$ cat config.mk
export PLATFORM = sky130hd
export DESIGN_NAME = dgps_div
export DESIGN_NICKNAME = d
export VERILOG_FILES = /design/src/assert_macros.svh /design/src/dgps_pkg.sv /design/src/dgps_div.sv
export SDC_FILE = /design/constraint.sdc
export NUM_CORES = 1
export LEC_CHECK = 0
export BUFFER_PORTS_ARGS = -buffer_cell sky130_fd_sc_hd__buf_2
export CAP_MARGIN = 20
export CORE_ASPECT_RATIO = 1.2
export CORE_UTILIZATION = 60
export CTS_BUF_LIST = sky130_fd_sc_hd__clkbuf_8
export DETAILED_ROUTE_END_ITERATION = 7
export HOLD_SLACK_MARGIN = 0.12
export PLACE_DENSITY = 0.82
export REMOVE_ABC_BUFFERS = 1
export SLEW_MARGIN = 20
export SYNTH_ARGS = -nofsm -noshare
export SYNTH_HDL_FRONTEND = slang
export SYNTH_SLANG_ARGS = --single-unit
$ cat constraint.sdc
create_clock -name clk -period 5.2 [get_ports clk]
set_clock_uncertainty 0.1 [all_clocks]
set_input_delay 1.04 -clock clk [delete_from_list [all_inputs] [get_ports clk]]
set_output_delay 1.04 -clock clk [all_outputs]
set_load 0.02 [all_outputs]
$ cat src/assert_macros.svh
// Assertion macros shared by the grid peak search RTL.
`ifndef ASSERT_MACROS_SVH
`define ASSERT_MACROS_SVH

// A property checked at every rising clock edge outside reset.
`define DGPS_ASSERT(label, prop, msg) \
	label: assert property (@(posedge clk) disable iff (!arst_n) prop) else $error(msg);

// An implication with the same clocking and reset.
`define DGPS_ASSERT_IMPL(label, ante, cons, msg) \
	`DGPS_ASSERT(label, (ante) |-> (cons), msg)

`endif

$ cat src/dgps_pkg.sv
// Shared constants, codes and types of the density grid peak search.
package dgps_pkg;
	localparam int MAX_CELLS = 64;
	localparam int CELL_AW   = (MAX_CELLS > 1) ? $clog2(MAX_CELLS) : 1;
	localparam int ADDR_W    = 2 * CELL_AW;
	localparam int DEPTH     = MAX_CELLS * MAX_CELLS;
	localparam int QW        = CELL_AW + 1;
	localparam int NUM_W     = 36;
	localparam int DEN_W     = 31;

	typedef enum logic [1:0] {
		CMD_CLEAR     = 2'd0,
		CMD_DEPOSIT   = 2'd1,
		CMD_SET_REACH = 2'd2,
		CMD_PEAK      = 2'd3
	} cmd_t;

	localparam logic [2:0] CFG_ORIGIN    = 3'd0;
	localparam logic [2:0] CFG_CELL_SIZE = 3'd1;
	localparam logic [2:0] CFG_CELLS     = 3'd2;
	localparam logic [2:0] CFG_TERRAIN   = 3'd3;
	localparam logic [2:0] CFG_TOL       = 3'd4;

	typedef struct packed {
		logic          done;
		logic          neg;
		logic          ovf;
		logic [QW-1:0] q;
	} div_res_t;
endpackage

$ cat src/dgps_div.sv
// Restoring divider that turns a grid offset into a cell index.
module dgps_div (
	input  logic                              clk,
	input  logic                              arst_n,
	input  logic                              start,
	input  logic signed [dgps_pkg::NUM_W-1:0] num,
	input  logic        [dgps_pkg::DEN_W-1:0] den,
	output dgps_pkg::div_res_t                res
);
	import dgps_pkg::*;

	localparam int DSH_W = DEN_W + QW;
	localparam int REM_W = NUM_W - 1;
	localparam int CMP_W = ((DSH_W > REM_W) ? DSH_W : REM_W) + 1;
	localparam int CNT_W = $clog2(QW + 1);

	logic             busy_q;
	logic             first_q;
	logic             done_q;
	logic             neg_q;
	logic             ovf_q;
	logic [CNT_W-1:0] cnt_q;
	logic [REM_W-1:0] rem_q;
	logic [DSH_W-1:0] dsh_q;
	logic [QW-1:0]    q_q;
	logic             ge;

	assign ge = CMP_W'(rem_q) >= CMP_W'(dsh_q);

	// The first step only tests whether the quotient overflows the index range.
	always_ff @(posedge clk or negedge arst_n) begin
		if (!arst_n) begin
			busy_q  <= 1'b0;
			first_q <= 1'b0;
			done_q  <= 1'b0;
		end else begin
			done_q <= 1'b0;
			if (start) begin
				neg_q <= num[NUM_W-1];
				ovf_q <= 1'b0;
				q_q   <= '0;
				rem_q <= num[REM_W-1:0];
				dsh_q <= {den, {QW{1'b0}}};
				cnt_q <= CNT_W'(QW);
				if (num[NUM_W-1]) begin
					done_q <= 1'b1;
				end else begin
					busy_q  <= 1'b1;
					first_q <= 1'b1;
				end
			end else if (busy_q) begin
				dsh_q <= dsh_q >> 1;
				if (first_q) begin
					first_q <= 1'b0;
					if (ge) begin
						ovf_q  <= 1'b1;
						busy_q <= 1'b0;
						done_q <= 1'b1;
					end
				end else begin
					q_q   <= {q_q[QW-2:0], ge};
					if (ge) begin
						rem_q <= rem_q - REM_W'(dsh_q);
					end
					cnt_q <= cnt_q - CNT_W'(1);
					if (cnt_q == CNT_W'(1)) begin
						busy_q <= 1'b0;
						done_q <= 1'b1;
					end
				end
			end
		end
	end

	assign res = '{done: done_q, neg: neg_q, ovf: ovf_q, q: q_q};
endmodule

# After elaboration in Yosys (flattened, before gate mapping)
# Cells that the tools add are included.
[word_totals] register_bits=88 word_cells=49 inputBits=70
[op_classes] n_reduce_logical=6 addsub=2 order_cmp=1 muxes=27 n_eq_ne=3
[ops] op="two-way mux 35 bit" count=4
[ops] op="two-way mux 38 bit" count=2
[ops] op=">= comparator 35 x 38 -> 1 bit" count=1
[ops] op="subtractor 35 bit" count=1
[ops] op="two-way mux 1 bit" count=17
[ops] op="two-way mux 7 bit" count=2
[ops] op="two-way mux 3 bit" count=2
[ops] op="AND reduction 2 bit" count=3
[ops] op="!= test 2 bit, second input constant" count=2
[ops] op="AND reduction 4 bit" count=1
[ops] op="nonzero test 2 bit" count=2
[ops] op="equality test 3 x 1 -> 1 bit, second input constant" count=1
[ops] op="subtractor 3 x 1 -> 3 bit, second input constant" count=1

# Longest topological paths before layout
[depth] depth_word=5 mapped_depth=11

# Worst setup path before layout
# No wires, ideal clock.
[synth_timing] kind="input to register" start="input start" end="register rem_q[0] (enable)" stages=5 required_time_ns=4.665 path_buffers=2 t_arrival_ns=4.168 path_slack_ns=0.497 path_cell_list="clkbuf_1 -> clkbuf_1 -> o21a_1 -> nand2_1 -> o21bai_1"
[synth_between] elab_chain_cells=2 elab_cells_between_ends=4 classes_between="eq/ne: 1; reduce/logical: 3"
[synth_lines] element="start: declaration" line="dgps_div.sv:5" text="input logic start,"
[synth_lines] element="!= test 2 bit (no line) or nonzero test 2 bit (tied branches)"
[synth_lines] element="AND reduction 4 bit (no line) (*)"
[synth_lines] element="end signal: assignment" line="dgps_div.sv:42" text="rem_q <= num[REM_W-1:0];"
[synth_lines] element="end signal: assignment" line="dgps_div.sv:63" text="rem_q <= rem_q - REM_W'(dsh_q);"
[synth_lines] element="end: declaration" line="dgps_div.sv:23" text="logic [REM_W-1:0] rem_q;"
# Every way passes the cells marked *; elsewhere a longest branch is shown, timed or not.
# A chain may end at the register's enable or synchronous reset.

# Final worst setup path
[layout_timing] start="register dsh_q[0]" end="register rem_q[8] (enable)"
[layout_between] elab_chain_cells=3
[layout_lines] element="start: declaration" line="dgps_div.sv:24" text="logic [DSH_W-1:0] dsh_q;"
[layout_lines] element="start signal: assignment" line="dgps_div.sv:43" text="dsh_q <= {den, {QW{1'b0}}};"
[layout_lines] element="start signal: assignment" line="dgps_div.sv:52" text="dsh_q <= dsh_q >> 1;"
[layout_lines] element=">= comparator 35 x 38 -> 1 bit" line="dgps_div.sv:28" text="assign ge = CMP_W'(rem_q) >= CMP_W'(dsh_q);"
[layout_lines] element="nonzero test 2 bit (no line)"
[layout_lines] element="AND reduction 4 bit (no line)"
# Every way passes these cells.

==> metrics.yaml <==
status: "finished clean"
drive_above_1_share_pct: 14.8
initial_core_util_pct: 62.8
tritoncts: "built"
cts_buffers: 9
chipWidth_um: 93.8
syn_area_mm2: 0.00606
clk-insertion-delay-late_ps: 390
worstHoldPathCells: 1
placed_area_mm2: 0.00649
portBuffers: 79
end_kind: "flip-flop"
fin_util_pct: 69.1
peakVddDrop_v: 0.000179
crit_fanout: 35
route.met3.wl_um: 599
finalNetCount: 847
fin_crit_ps: 3390
clk_transition_reported_paths_ps: 90
synth_top_area_cell: "edfxtp_1"
htreeDepth: 3
syn_area_per_cell_um2: 8.91
wl_per_cell_um: 16.3
maxCapViolations: 0
core_area_mm2: 0.00966
rrSetupSlack_ps: 1810
cts_resized: 0
dr.max_layer_used: "met4"
post-route-cell-area_mm2: 0.00668
timing.rr.start: "dsh_q[0]"
synth_cell_types: 65
cts-root-buf: "clkbuf_8"
synth_cells: 681
synth_most_common_cell: "nand2_1"
synth_seq_cells: 88
netlist_top_cells_count: "nand2_1 (135), edfxtp_1 (85), o21ai_0 (72)"
critPathLaunchType: "flip-flop"
rows: 39
crit_required_ps: 5120
yosys_warnings: 0
tightest_slew_ps: 667
slew-limit-headroom_pct: 55.2
worstPathArrival_ps: 3300
pin_count: 80
rsz0062_at_grt: "false"
yosysSeqAreaShare_pct: 43.3
drt-initial-drc-count: 340
p_leak_nw: 2.92
gr-total-overflow: 0
post_cts_buffers: 0
grt_max_degree: 75
crit_type: "reg2reg"
async_reset_ff_share_pct: 3.41
dpl.hpwl_mm: 10.1
slew_violations: 0
grt_pass1_wl_mm: 23.4
wirelength_mm: 14.1
drc: 0
met2RoutedLength_mm: 7.02
antenna_found_initial: 0
hold_viol_final: 0
holdBufCountCts: 0
area_growth_pct: 10.1
power_density_mw_per_mm2: 309
hold-path-endpoint: "dsh_q[34]"
drtAntennaViolNets: 0
fmax_mhz: 295
die_y_um: 112
grt_pass1_vias: 5191
fin_crit_sh_pct: 65.1
hold_class: "reg2reg"
nFillCells: 774
clock_path_buffers: 2
vias: 5164
min_from: "dsh_q[35]"
cts_sinks: 88
wl_met1_mm: 6.16
synth_top_area_share_pct: 42.1
place_congestion: 0.925
ys.flop_type: "edfxtp_1"
worstRegToRegCells: 11
drt_first_pass_iters: 6
synth_edf_count: 85
setup_viol: 0
grt_util_all_layers_pct: 28.1
tns_ps: 0
n_antenna_cell: 0
routed_via_density: 5.96
synth_area_leaders: "edfxtp_1 (42%), nand2_1 (8.4%), ha_1 (7.6%)"
die-area_mm2: 0.0105
r2r-end: "rem_q[8]"
critical path: stages, from the launching register on:
cell and delay (ps):
edfxtp_1 400, ha_1 210, fa_1 400, nor2b_1 130
o21a_1 150, o211ai_2 130, a21oi_1 420, nor2_1 70
a31oi_1 150, o21ai_1 200, o21bai_2 180, buf_4 450
routing by layer:
| metal | track usage (%) | up-vias |
|---|---|---|
| li1 | - | 2547 |
| met1 | 35.2 | 2429 |
| met2 | 48.9 | 163 |
| met3 | 3.59 | 25 |
| met4 | 11.1 | 0 |
| met5 | 0 | - |
report_power, final:
part	switching, mW	internal [mW]	total (mW)
combinational	0.414	0.267	0.682
sequential	0.0337	0.872	0.906
clock	0.275	0.205	0.480
total	0.723	1.34	2.07
registers in the layout, indices dropped and copies added (netlist names):
signal and flops:
rem_q 35, first_q 1, neg_q 1, ovf_q 1, done_q 1, busy_q 1, cnt_q 3, dsh_q 38
q_q 7
layout make-up:
class,count,area (um^2),share of cell area (%)
timing repair buffer,83,428,6.41
tap,123,154,2.30
clock inverter,5,38.8,0.581
inverter,59,221,3.32
clock buffer,11,151,2.27
multi-input combinational,498,3060,45.8
sequential,88,2630,39.3
how the worst max path moves through the flow:
stage	end	from	cells after the start
finish	rem_q[8]	dsh_q[0]	11
global route	rem_q[7]	dsh_q[0]	11
CTS	rem_q[7]	dsh_q[0]	11
detailed placement	rem_q[19]	start	5
global placement	rem_q[19]	start	5
floorplan	rem_q[0]	dsh_q[0]	10
placed cells by master, fill, tap and decap left out, types with 3 or more instances in the layout:
| cell | n |
|---|---|
| inv_6 | 3 |
| a21o_1 | 12 |
| edfxtp_1 | 85 |
| a221oi_1 | 3 |
| dfrtp_1 | 3 |
| and3_1 | 6 |
| inv_1 | 59 |
| nand2b_1 | 7 |
| nor2b_1 | 5 |
| o211ai_1 | 5 |
| nor4_1 | 4 |
| nand3_1 | 8 |
| clkbuf_8 | 11 |
| buf_2 | 78 |
| o21bai_1 | 4 |
| xor2_1 | 10 |
| and2_1 | 3 |
| nor2_1 | 31 |
| a31o_2 | 3 |
| mux2i_1 | 9 |
| xnor2_1 | 15 |
| a21oi_1 | 51 |
| buf_4 | 5 |
| nand2_1 | 135 |
| a31oi_1 | 5 |
| a22o_1 | 6 |
| o21a_1 | 6 |
| nand4_1 | 8 |
| o21ai_0 | 72 |
| ha_1 | 37 |
| o31ai_1 | 7 |
| nor3_1 | 6 |
through the flow:
| step | std cells | power, mW | hold WS, ps | setup slack, ps |
|---|---|---|---|---|
| after floorplan | 645 | 1.40 | 437 | 1020 |
| final | 867 | 2.07 | 485 | 1810 |
| after global placement | 851 | 1.57 | 455 | 1760 |
| after CTS | 867 | 2.06 | 491 | 1800 |
| after global routing | 867 | 2.17 | 523 | 1610 |
| after detailed placement | 851 | 1.59 | 463 | 1690 |
logic make-up (layout without fill, tap and decap cells):
kind of cell | Yosys count | count (layout) | share of synthesized area (%)
AOI/OAI and AO/OA | 204 | 204 | 21.2
buffers and inverters | 95 | 158 | 6.31
DFF | 88 | 88 | 43.3
and+or+nand+nor | 221 | 221 | 15.9
adders and majority gates | 38 | 38 | 7.96
muxes | 10 | 10 | 1.67
xor gates and xnor gates | 25 | 25 | 3.61
Note: power is estimated with default switching activity, not from simulation.
